[config.mk]
export PLATFORM = sky130hd
export DESIGN_NAME = uart_interrupt_fifo_engine_flat
export DESIGN_NICKNAME = d
export VERILOG_FILES = /design/src/rtl/uife_pkg.sv /design/src/rtl/uife_stream_if.sv /design/src/rtl/uart_interrupt_fifo_engine.sv /design/src/rtl/uife_ring.sv /design/src/flat_wrapper.sv
export VERILOG_INCLUDE_DIRS = /design/src /design/src/rtl
export SDC_FILE = /design/constraint.sdc
export NUM_CORES = 1
export LEC_CHECK = 0
export ABC_AREA = 1
export ABC_CLOCK_PERIOD_IN_PS = 2000
export BUFFER_PORTS_ARGS = -buffer_cell sky130_fd_sc_hd__buf_2
export CAP_MARGIN = 5
export CORE_MARGIN = 4
export CORE_UTILIZATION = 50
export DETAILED_ROUTE_END_ITERATION = 6
export PLACE_DENSITY = 0.77
export SLEW_MARGIN = 20
export SYNTH_ARGS = -nofsm -noshare
export SYNTH_HDL_FRONTEND = slang
export SYNTH_SLANG_ARGS = --single-unit
[constraint.sdc]
create_clock -name i_clk -period 2 [get_ports i_clk]
set_input_delay 0.3 -clock i_clk [delete_from_list [all_inputs] [get_ports i_clk]]
set_output_delay 0.3 -clock i_clk [all_outputs]
set_load 0.005 [all_outputs]
[src/rtl/assert_macros.svh]
`ifndef ASSERT_MACROS_SVH
`define ASSERT_MACROS_SVH

// concurrent check on the local clock, held off while in reset
`define UIFE_ASSERT(label, prop) \
    label: assert property (@(posedge i_clk) disable iff (!i_rst_n) (prop)) \
        else $error("uife assertion failed");

// check that holds in the cycle after its trigger
`define UIFE_ASSERT_NEXT(label, ante, cons) \
    `UIFE_ASSERT(label, (ante) |=> (cons))

`endif

[src/rtl/uife_pkg.sv]
`timescale 1ns / 1ps

package uife_pkg;

    // item kinds
    localparam logic [2:0] KIND_SERVICE = 3'd0;
    localparam logic [2:0] KIND_PUT     = 3'd1;
    localparam logic [2:0] KIND_GET     = 3'd2;
    localparam logic [2:0] KIND_OPEN    = 3'd3;
    localparam logic [2:0] KIND_CLOSE   = 3'd4;

    // status codes
    localparam logic [2:0] ST_OK           = 3'd0;
    localparam logic [2:0] ST_NOT_OPEN     = 3'd1;
    localparam logic [2:0] ST_ALREADY_OPEN = 3'd2;
    localparam logic [2:0] ST_FULL         = 3'd3;
    localparam logic [2:0] ST_EMPTY        = 3'd4;

    // interrupt enable bits
    localparam int         EN_DR_BIT  = 0;
    localparam int         EN_TX_BIT  = 1;
    localparam logic [1:0] EN_DR_MASK = 2'(1 << EN_DR_BIT);
    localparam logic [1:0] EN_ALL     = 2'((1 << EN_DR_BIT) | (1 << EN_TX_BIT));

    typedef struct packed {
        logic [2:0] kind;
        logic       line_data_ready;
        logic       line_tx_empty;
        logic [7:0] data_in;
    } t_in_item;

    typedef struct packed {
        logic [7:0] data_out;
        logic       tx_write;
        logic       rx_taken;
        logic       get_valid;
        logic [1:0] int_enable;
        logic [2:0] status;
        logic       rx_wake;
        logic       tx_wake;
    } t_out_item;

    typedef struct packed {
        logic push;
        logic pop;
        logic clear;
    } t_ring_ctrl;

    typedef struct packed {
        logic empty;
        logic full;
    } t_ring_status;

endpackage

[src/rtl/uife_stream_if.sv]
`timescale 1ns / 1ps

interface uife_stream_if #(
    parameter type t_payload = logic
) ();
    logic     valid;
    logic     ready;
    t_payload payload;

    modport source (output valid, output payload, input ready);
    modport sink (input valid, input payload, output ready);
endinterface

[src/rtl/uart_interrupt_fifo_engine.sv]
`timescale 1ns / 1ps

// Receive and transmit byte buffer for an interrupt-driven 8250-style UART.
// Each transfer on i_in is one event: line service (store the received byte,
// issue the next transmit byte), host put, host get, open or close. Every event
// gives exactly one result on o_out, in the cycle after it is accepted. A new event
// is accepted every cycle as long as the result register is free or being
// emptied in the same cycle, so the sustained rate is one event per clock; that
// figure is set by the single result register and by the registered read port
// of each ring, which delivers the popped byte together with the result.
// Both rings hold BUF_DEPTH bytes; a put into a full ring reports ring full and
// a get from an empty ring reports ring empty rather than waiting. Open empties
// both rings and enables only the data-ready interrupt; close disables both.
// Ring storage is not cleared at reset and needs no clearing pass.

`include "assert_macros.svh"

module uart_interrupt_fifo_engine import uife_pkg::*; #(
    parameter int BUF_DEPTH = 64
) (
    input  logic          i_clk,
    input  logic          i_rst_n,
    uife_stream_if.sink   i_in,
    uife_stream_if.source o_out
);
    t_in_item     w_in;
    logic         w_acc;

    // control state
    logic         r_open, n_open;
    logic [1:0]   r_enable, n_enable;

    // result register, byte field comes from the ring read ports
    logic         r_out_valid;
    t_out_item    r_res, n_res;

    // ring control before and after gating with the transfer
    t_ring_ctrl   w_rx_req, w_tx_req, w_rx_ctrl, w_tx_ctrl;
    t_ring_status w_rx_st, w_tx_st;
    logic [7:0]   w_rx_rd, w_tx_rd;
    t_out_item    w_out;

    assign w_in       = i_in.payload;
    assign i_in.ready = !r_out_valid || o_out.ready;
    assign w_acc      = i_in.valid && i_in.ready;

    // event decode
    always_comb begin
        n_open   = r_open;
        n_enable = r_enable;
        w_rx_req = '0;
        w_tx_req = '0;
        n_res    = '0;
        n_res.status = ST_OK;

        unique case (w_in.kind)
            KIND_SERVICE: begin
                if (!r_open) begin
                    n_res.status = ST_NOT_OPEN;
                end else begin
                    // line bits act whatever the enables hold
                    if (w_in.line_data_ready) begin
                        if (w_rx_st.full) begin
                            n_enable[EN_DR_BIT] = 1'b0;
                        end else begin
                            w_rx_req.push  = 1'b1;
                            n_res.rx_taken = 1'b1;
                            n_res.rx_wake  = 1'b1;
                        end
                    end
                    if (w_in.line_tx_empty) begin
                        if (w_tx_st.empty) begin
                            n_enable[EN_TX_BIT] = 1'b0;
                        end else begin
                            w_tx_req.pop   = 1'b1;
                            n_res.tx_write = 1'b1;
                            n_res.tx_wake  = 1'b1;
                        end
                    end
                end
            end
            KIND_PUT: begin
                if (!r_open) begin
                    n_res.status = ST_NOT_OPEN;
                end else begin
                    n_enable[EN_TX_BIT] = 1'b1;
                    if (w_tx_st.full) begin
                        n_res.status = ST_FULL;
                    end else begin
                        w_tx_req.push = 1'b1;
                    end
                end
            end
            KIND_GET: begin
                if (!r_open) begin
                    n_res.status = ST_NOT_OPEN;
                end else begin
                    n_enable = EN_ALL;
                    if (w_rx_st.empty) begin
                        n_res.status = ST_EMPTY;
                    end else begin
                        w_rx_req.pop    = 1'b1;
                        n_res.get_valid = 1'b1;
                    end
                end
            end
            KIND_OPEN: begin
                if (r_open) begin
                    n_res.status = ST_ALREADY_OPEN;
                end else begin
                    w_rx_req.clear = 1'b1;
                    w_tx_req.clear = 1'b1;
                    n_enable       = EN_DR_MASK;
                    n_open         = 1'b1;
                end
            end
            KIND_CLOSE: begin
                if (!r_open) begin
                    n_res.status = ST_NOT_OPEN;
                end else begin
                    n_enable = '0;
                    n_open   = 1'b0;
                end
            end
            default: begin
                // unused kinds change nothing
            end
        endcase

        n_res.int_enable = n_enable;
    end

    // rings move only on an accepted transfer
    assign w_rx_ctrl = w_acc ? w_rx_req : '0;
    assign w_tx_ctrl = w_acc ? w_tx_req : '0;

    uife_ring #(
        .DEPTH(BUF_DEPTH)
    ) u_rx_ring (
        .i_clk      (i_clk),
        .i_rst_n    (i_rst_n),
        .i_ctrl     (w_rx_ctrl),
        .i_push_data(w_in.data_in),
        .o_status   (w_rx_st),
        .o_rd_data  (w_rx_rd)
    );

    uife_ring #(
        .DEPTH(BUF_DEPTH)
    ) u_tx_ring (
        .i_clk      (i_clk),
        .i_rst_n    (i_rst_n),
        .i_ctrl     (w_tx_ctrl),
        .i_push_data(w_in.data_in),
        .o_status   (w_tx_st),
        .o_rd_data  (w_tx_rd)
    );

    always_ff @(posedge i_clk) begin
        if (!i_rst_n) begin
            r_open      <= 1'b0;
            r_enable    <= '0;
            r_out_valid <= 1'b0;
        end else begin
            if (w_acc) begin
                r_open      <= n_open;
                r_enable    <= n_enable;
                r_out_valid <= 1'b1;
            end else if (o_out.ready) begin
                r_out_valid <= 1'b0;
            end
        end
    end

    // result payload, no reset needed
    always_ff @(posedge i_clk) begin
        if (w_acc) begin
            r_res <= n_res;
        end
    end

    // ring read data only changes on a pop, which only follows a taken result
    always_comb begin
        w_out = r_res;
        if (r_res.tx_write) begin
            w_out.data_out = w_tx_rd;
        end else if (r_res.get_valid) begin
            w_out.data_out = w_rx_rd;
        end else begin
            w_out.data_out = '0;
        end
    end

    assign o_out.valid   = r_out_valid;
    assign o_out.payload = w_out;

    // opening a closed buffer leaves only the data-ready interrupt enabled
    `UIFE_ASSERT_NEXT(a_open_sets_dr, w_acc && (w_in.kind == KIND_OPEN) && !r_open,
        r_open && (r_enable == EN_DR_MASK))
    // a get on an empty receive ring reports empty and returns no byte
    `UIFE_ASSERT_NEXT(a_get_empty, w_acc && (w_in.kind == KIND_GET) && r_open && w_rx_st.empty,
        o_out.valid && (o_out.payload.status == ST_EMPTY) && !o_out.payload.get_valid)
    // no interrupt stays enabled while closed
    `UIFE_ASSERT(a_closed_quiet, !r_open |-> (r_enable == '0))

endmodule

[src/rtl/uife_ring.sv]
`timescale 1ns / 1ps

module uife_ring import uife_pkg::*; #(
    parameter int DEPTH = 64
) (
    input  logic         i_clk,
    input  logic         i_rst_n,
    input  t_ring_ctrl   i_ctrl,
    input  logic [7:0]   i_push_data,
    output t_ring_status o_status,
    output logic [7:0]   o_rd_data
);
    localparam int               PTR_W = $clog2(DEPTH);
    localparam logic [PTR_W-1:0] LAST  = PTR_W'(DEPTH - 1);

    logic [7:0]       r_mem [DEPTH];
    logic [PTR_W-1:0] r_head, r_tail, n_head, n_tail;
    logic             r_head_ph, r_tail_ph, n_head_ph, n_tail_ph;
    logic [7:0]       r_rd_data;

    // slot index plus a lap bit: equal slots and laps is empty, differing laps is full
    always_comb begin
        n_head    = r_head;
        n_head_ph = r_head_ph;
        n_tail    = r_tail;
        n_tail_ph = r_tail_ph;
        if (i_ctrl.clear) begin
            n_head    = '0;
            n_head_ph = 1'b0;
            n_tail    = '0;
            n_tail_ph = 1'b0;
        end else begin
            if (i_ctrl.pop) begin
                if (r_head == LAST) begin
                    n_head    = '0;
                    n_head_ph = ~r_head_ph;
                end else begin
                    n_head = r_head + 1'b1;
                end
            end
            if (i_ctrl.push) begin
                if (r_tail == LAST) begin
                    n_tail    = '0;
                    n_tail_ph = ~r_tail_ph;
                end else begin
                    n_tail = r_tail + 1'b1;
                end
            end
        end
    end

    always_ff @(posedge i_clk) begin
        if (!i_rst_n) begin
            r_head    <= '0;
            r_head_ph <= 1'b0;
            r_tail    <= '0;
            r_tail_ph <= 1'b0;
        end else begin
            r_head    <= n_head;
            r_head_ph <= n_head_ph;
            r_tail    <= n_tail;
            r_tail_ph <= n_tail_ph;
        end
    end

    // storage: one write port at the tail, one registered read port at the head
    always_ff @(posedge i_clk) begin
        if (i_ctrl.push) begin
            r_mem[r_tail] <= i_push_data;
        end
        if (i_ctrl.pop) begin
            r_rd_data <= r_mem[r_head];
        end
    end

    assign o_status.empty = (r_head == r_tail) && (r_head_ph == r_tail_ph);
    assign o_status.full  = (r_head == r_tail) && (r_head_ph != r_tail_ph);
    assign o_rd_data      = r_rd_data;

endmodule

[src/flat_wrapper.sv]
// flat-port wrapper written by rule: the top's interface ports become plain ports
module uart_interrupt_fifo_engine_flat import uife_pkg::*;
#(
    parameter int BUF_DEPTH = 64
)
  (i_clk, i_rst_n, i_in_valid, i_in_payload, i_in_ready, o_out_valid, o_out_payload, o_out_ready);
  uife_stream_if #(.t_payload(t_in_item)) i_in_i ();
  uife_stream_if #(.t_payload(t_out_item)) o_out_i ();
  input  logic i_clk;
  input  logic i_rst_n;
  input wire logic [$bits(i_in_i.valid)-1:0] i_in_valid;
  input wire logic [$bits(i_in_i.payload)-1:0] i_in_payload;
  output wire logic [$bits(i_in_i.ready)-1:0] i_in_ready;
  output wire logic [$bits(o_out_i.valid)-1:0] o_out_valid;
  output wire logic [$bits(o_out_i.payload)-1:0] o_out_payload;
  input wire logic [$bits(o_out_i.ready)-1:0] o_out_ready;
  assign i_in_i.valid = i_in_valid;
  assign i_in_i.payload = i_in_payload;
  assign i_in_ready = i_in_i.ready;
  assign o_out_valid = o_out_i.valid;
  assign o_out_payload = o_out_i.payload;
  assign o_out_i.ready = o_out_ready;
  uart_interrupt_fifo_engine #(.BUF_DEPTH(BUF_DEPTH)) u_core (.i_clk(i_clk), .i_rst_n(i_rst_n), .i_in(i_in_i), .o_out(o_out_i));
endmodule
# Word level (Yosys, flattened, before mapping)

Memory sizes are Yosys's and may differ from the RTL's. A register that Yosys moved wholly into a read port is not among the register bits.
Index checks and enable logic that the tools add are counted.

Logic and storage cells: 109
Bits of input ports: 17
Output and inout port bits: 20
Memories: 2
Register bits after elaboration: 40
Memory bits (writable): 1024

Bitwise operators: 5
Reductions and logical operators: 19
Equal/unequal tests: 14
$add $sub $neg: 4
Multiplexer cells: 49

Memories:

| memory                 | words | width | rd ports | clocked after memory_dff | wr ports | line            | source |
|---|---|---|---|---|---|---|---|
| u_core.u_rx_ring.r_mem | 64    | 8     | 1        | 1                        | 1        | uife_ring.sv:16 | `logic [7:0] r_mem [DEPTH];` |
| u_core.u_tx_ring.r_mem | 64    | 8     | 1        | 1                        | 1        | uife_ring.sv:16 |  |

Operators with widths:

| kind                                                             | count |
|---|---|
| 1-bit 2-to-1 mux                                                 | 28 |
| 6-bit by 1-bit adder with 6-bit output (second input constant)   | 4 |
| 6-bit == test (second input constant)                            | 4 |
| 6-bit 2-to-1 mux                                                 | 4 |
| 8-bit 2-to-1 mux                                                 | 2 |
| 3-bit 2-to-1 mux                                                 | 5 |
| 6-bit == test                                                    | 2 |
| 2-bit 2-to-1 mux                                                 | 6 |
| 3-bit case mux with 4 select lines                               | 1 |
| 2-bit AND reduction                                              | 6 |
| 3-bit by 2-bit == test with 1-bit output (second input constant) | 2 |
| 2-bit OR reduction                                               | 3 |
| 1-bit logical AND                                                | 5 |
| 1-bit inverter                                                   | 5 |
| 1-bit case mux with 5 select lines                               | 1 |
| 1-bit case mux with 4 select lines                               | 1 |
| 2-bit nonzero test                                               | 2 |
| 3-bit by 1-bit == test with 1-bit output (second input constant) | 1 |
| 3-bit == test (second input constant)                            | 1 |
| 3-bit logical NOT                                                | 1 |
| 1-bit == test                                                    | 2 |
| 1-bit != test                                                    | 2 |
| 1-bit case mux with 2 select lines                               | 1 |
| 1-bit logical NOT                                                | 1 |
| 1-bit logical OR                                                 | 1 |

# Logic depth before layout (Yosys ltp)

Depth after elaboration: 9
Gate-level depth with buffers: 14
Mapped depth without buffers: 12

# Hierarchy

A second synthesis with hierarchy kept.

Cells, all modules: 4548
Area, all modules: 46911.2 sq um

By module, submodules not included:

| module                       | cells an instance | sequential area each (sq um) | area each (sq um) | instances |
|---|---|---|---|---|
| uife_ring (u_core.u_tx_ring) | 2216              | 15895.2                      | 23142.2           | 1 |
| uife_ring (u_core.u_rx_ring) | 2221              | 15895.2                      | 22988.3           | 1 |
| uart_interrupt_fifo_engine   | 111               | 320.3                        | 780.7             | 1 |

# Least setup slack after synthesis

OpenSTA, ideal clock, no wires.

Kind: register to register
From: register u_core.u_tx_ring.r_tail[3]
To: memory u_core.u_tx_ring.r_mem[11][0] (enable)
Cell stages (with the launch flop): 13
Setup slack: -0.165 ns
Arrival: 1.794 ns
Clock period less this slack: 2.165 ns
Data required time: 1.630 ns
Path buffers: 1
Library setup time: 0.370 ns
Cells stage by stage: dfxtp_1 clkbuf_2 inv_1 nand2_1 nand2_1 inv_1 nand2_1 nor2_2 nand3_2 nand2_4 nor2_4 nand3_1 nor2_1

Word-level cells in the longest chain between the ends: 8

Ends and longest elaborated chain:

| item                                   | line                              | source |
|---|---|---|
| start, declared                        | uife_ring.sv:17                   | `logic [PTR_W-1:0] r_head, r_tail, n_head, n_tail;` |
| start signal, assigned                 | uife_ring.sv:61                   | `r_tail <= n_tail;` |
| 6-bit == test                          | uife_ring.sv:77                   | `assign o_status.full = (r_head == r_tail) && (r_head_ph != r_tail_ph);` |
| 1-bit logical AND                      | uife_ring.sv:77                   |  |
| 1-bit 2-to-1 mux                       | uart_interrupt_fifo_engine.sv:87  | `if (w_tx_st.full) begin` |
| 1-bit 2-to-1 mux                       | uart_interrupt_fifo_engine.sv:83  | `if (!r_open) begin` |
| 1-bit 2-to-1 mux                       | uart_interrupt_fifo_engine.sv:56  | `unique case (w_in.kind)` |
| 3-bit 2-to-1 mux                       | uart_interrupt_fifo_engine.sv:135 | `assign w_tx_ctrl = w_acc ? w_tx_req : '0;` |
| 1-bit 2-to-1 mux                       | uife_ring.sv:68                   | `if (i_ctrl.push) begin` |
| 1-bit 2-to-1 mux (implied by the code) | uife_ring.sv:69                   | `r_mem[r_tail] <= i_push_data;` |
| end, declared                          | uife_ring.sv:16                   |  |

Several ways; a longest one is shown, not always the timed one.

# Worst setup path in the final report

From: register u_core.u_tx_ring.r_head[0]
To: register u_core.r_res, in the netlist u_core.o_out.payload[0], data pin

Word-level cells in the longest chain between the ends: 4

Ends and longest elaborated chain:

| item                   | line                              | source |
|---|---|---|
| start, declared        | uife_ring.sv:17                   |  |
| start signal, assigned | uife_ring.sv:59                   | `r_head <= n_head;` |
| 6-bit == test          | uife_ring.sv:76                   | `assign o_status.empty = (r_head == r_tail) && (r_head_ph == r_tail_ph);` |
| 1-bit logical AND      | uife_ring.sv:76                   |  |
| 1-bit 2-to-1 mux       | uart_interrupt_fifo_engine.sv:72  | `if (w_tx_st.empty) begin` |
| 1-bit 2-to-1 mux       | uart_interrupt_fifo_engine.sv:71  | `if (w_in.line_tx_empty) begin` |
| end signal, assigned   | uart_interrupt_fifo_engine.sv:178 | `r_res <= n_res;` |
| end, declared          | uart_interrupt_fifo_engine.sv:35  | `t_out_item r_res, n_res;` |

No other way between the ends.
A chain may end at the register's enable or synchronous reset.

==> run metrics <==
outcome=finished with violations; failing checks=DRC, setup timing; PD cells=827 nW/µm²; final hold vios=0; Remaining DRCs=1; Worst Max-Slew Pin Slew=0.946 ns; placed cell area=48400 µm²; worst skew pair latency=between 0.6 and 0.7 ns; crit path DAT=2.52 ns; Die Area=around 93000 µm²; crit path launch type=flop; Avg Cell Area, Syn=between 10 and 15 µm²; detailed-route via count=31.5k; CTS tree=done; DRT Pass-1 Iters=7; H-Tree Depth=3; Buffers on Ports=36; first-pass GRT wire length=173000 µm; Hold WC Path Type=in2reg; Yosys cell types=32; critical path cell sequence=buf_12 -> nand2_4 -> nand2_4 -> nand2_4 -> buf_4 -> buf_6 -> buf_4 -> buf_4 -> buf_4 -> inv_2 -> nand3_1 -> nor2_1 -> nor2_1 -> buf_4; Post-DP HPWL=70500 µm; Pleak=approximately 0.018 µW; chip height=roughly 310 µm; fin. max-slew vios=0; Final min period=2.09 ns; ant diodes=0; flops & latches, synth=1080; Initial Util=0.507; Final ANT Viol Nets=0; initial antenna violation count=0; sequential-to-total area share from yosys stat=0.727; most area-consuming cells after synthesis=edfxtp_1, nor2_1, o21ai_0, nand2_1, o211ai_1; post-synth top area share=0.713; fin area=53200 µm²; YS warnings=0; CP delay by family, top=buffers and inverters; WS Path Type=reg2reg; Finished Layout Cells=~5.3k; critical path required time=approximately 2.4 ns; min setup slack post-route=-0.0873 ns; Setup crit end kind=flop; Worst-path clk slew=0.07 ns; GRT overflow=0; largest net degree at the start of global routing=83; Slowest cell on crit path=dfxtp_4; cell mode on critical path=buf_4; GRT Total Usage=0.240; Slew Limit Headroom=0.368; clock sink total=1080; VDD IR-drop max=0.608 mV; nets=roughly 4.1k; WL/cell=between 20 and 25 µm; final setup violation count=775; Cells after Synth=3753; Rows=around 110; Cell Area, Synth=44200 µm²; io pins=37; Placed Cells=5060; vias per inst=5.97; clock skew=0.0376 ns; ratio of final minimum period to clock period=1.04; Core Footprint=87200 µm²; fraction of layout cells with a size suffix above 1=0.187; Root Buffer=clkbuf_16; post-synth top area cell=edfxtp_1; die width=305 µm; setup_tns=-23.96 ns; crit-path max FO=6; Starting DRT DRC Count=4392; Min Hold Slack=0.0306 ns; RePlAce Congestion=0.924; synthesized net count=3774; vias in the first global route=30.5k; Critical Path Max Stage Delay=0.42 ns; cts bufs inserted=101; Util after Layout=0.611; Max Buffers Root-to-Sink=3; max_cap viols=0; RSZ-0062 raised after global routing=yes; Highest Clock Rate=around 480 MHz; WP buf/inv=8; area delta synth->final=20.6%; final WL=118000 µm
[placed cells by master, fill, tap and decap left out, types with 26 or more instances in the layout]
cell       instances
nand2_1          405
buf_12            63
buf_6             88
nor2_1           727
nor2_2            47
clkbuf_16        106
inv_1             95
clkbuf_1          26
a21oi_1           73
nand2_2           29
nand3_1          150
o21ai_1           66
clkinv_1          27
edfxtp_1        1048
o211ai_1         129
o22ai_1           39
buf_4            209
o21ai_0          499
nor2_4            77
[final timing paths]
path                                            startpoint                    endpoint  slack, ns  cells after the start
worst max-delay path            u_core.u_tx_ring.r_head[0]     u_core.o_out.payload[0]      -0.09                     14
worst min-delay path                           o_out_ready          u_core.o_out.valid       0.03                      5
worst max register to register  u_core.u_tx_ring.r_head[0]     u_core.o_out.payload[0]      -0.09                     14
worst min register to register  u_core.u_rx_ring.r_tail_ph  u_core.u_rx_ring.r_tail_ph       0.50                      2
[sequential cells by signal, indices dropped and copies added (netlist names), 2 cells and up]
name / flops
u_core.o_out.payload: 8
u_core.r_enable: 2
u_core.u_rx_ring.o_rd_data: 8
u_core.u_rx_ring.r_head: 6
u_core.u_rx_ring.r_mem: 512
u_core.u_rx_ring.r_tail: 6
u_core.u_tx_ring.o_rd_data: 8
u_core.u_tx_ring.r_head: 6
u_core.u_tx_ring.r_mem: 512
u_core.u_tx_ring.r_tail: 6
[synth_stat cells, drive strengths merged]
master  count
o21ai     568
a21oi      75
o21bai      1
nand3b      3
a31oi       6
clkbuf    110
nand4      11
nor2      851
edfxtp   1048
o22ai      39
dfxtp      32
buf       115
ha          4
clkinv      4
nand3     183
o211ai    129
xor2       12
or2         1
nand2     442
xnor2       1
nor3        3
inv       115
[report_power, final]
group          internal, µW  switching [µW]
clock                 10400            8150
combinational           167             564
sequential            24800            7.90
total                 35300            8720
[tightest hold or removal path, delay by kind of cell]
family                 cells  cell delay (ns)
buffers and inverters      3             0.22
AND/OR/NAND/NOR            1             0.07
AO/OA/AOI/OAI              1             0.06
[cell type report]
cell class / count / area, µm²
well taps: 1155 / 1450
inverters: 119 / 464
clock inverters: 60 / 558
repair buffers: 408 / 4420
flip-flops and latches: 1080 / 32100
fillers: 6109 / 33900
clock buffers: 127 / 2630
multi-input cells: 2329 / 11600
[per-stage QoR]
| stage | worst slack [ns] | power (µW) |
|---|---|---|
| after floorplan | -0.141 | 25400 |
| after detailed placement | -0.279 | 26000 |
| after global routing | -0.181 | 45100 |
| after global placement | -0.262 | 26000 |
| final | -0.0873 | 44000 |
| after CTS | -0.0479 | 44100 |
[kinds of logic after synthesis]
family,after synthesis,synth area share
xor gates and xnor gates,13,0.00258
AOI/OAI and AO/OA,818,0.101
and+or+nand+nor,1494,0.136
buffers and inverters,344,0.0324
adders and majority gates,4,0.00113
DFF,1080,0.727
[timing repair]
item	in CTS	in global routing
gates resized for setup	66	350
setup endpoints to repair	167	1028
cloned	1	8
hold buffers	2	0
pin swaps	12	59
endpoints found under the hold margin	8	0
setup buffers	12	10
[per-layer routing]
metal	GRT usage	wire [µm]
met4	0.0995	4670
met1	0.320	44000
met5	0	0
met2	0.394	56700
met3	0.0429	12900
(Power assumes the default switching activity.)
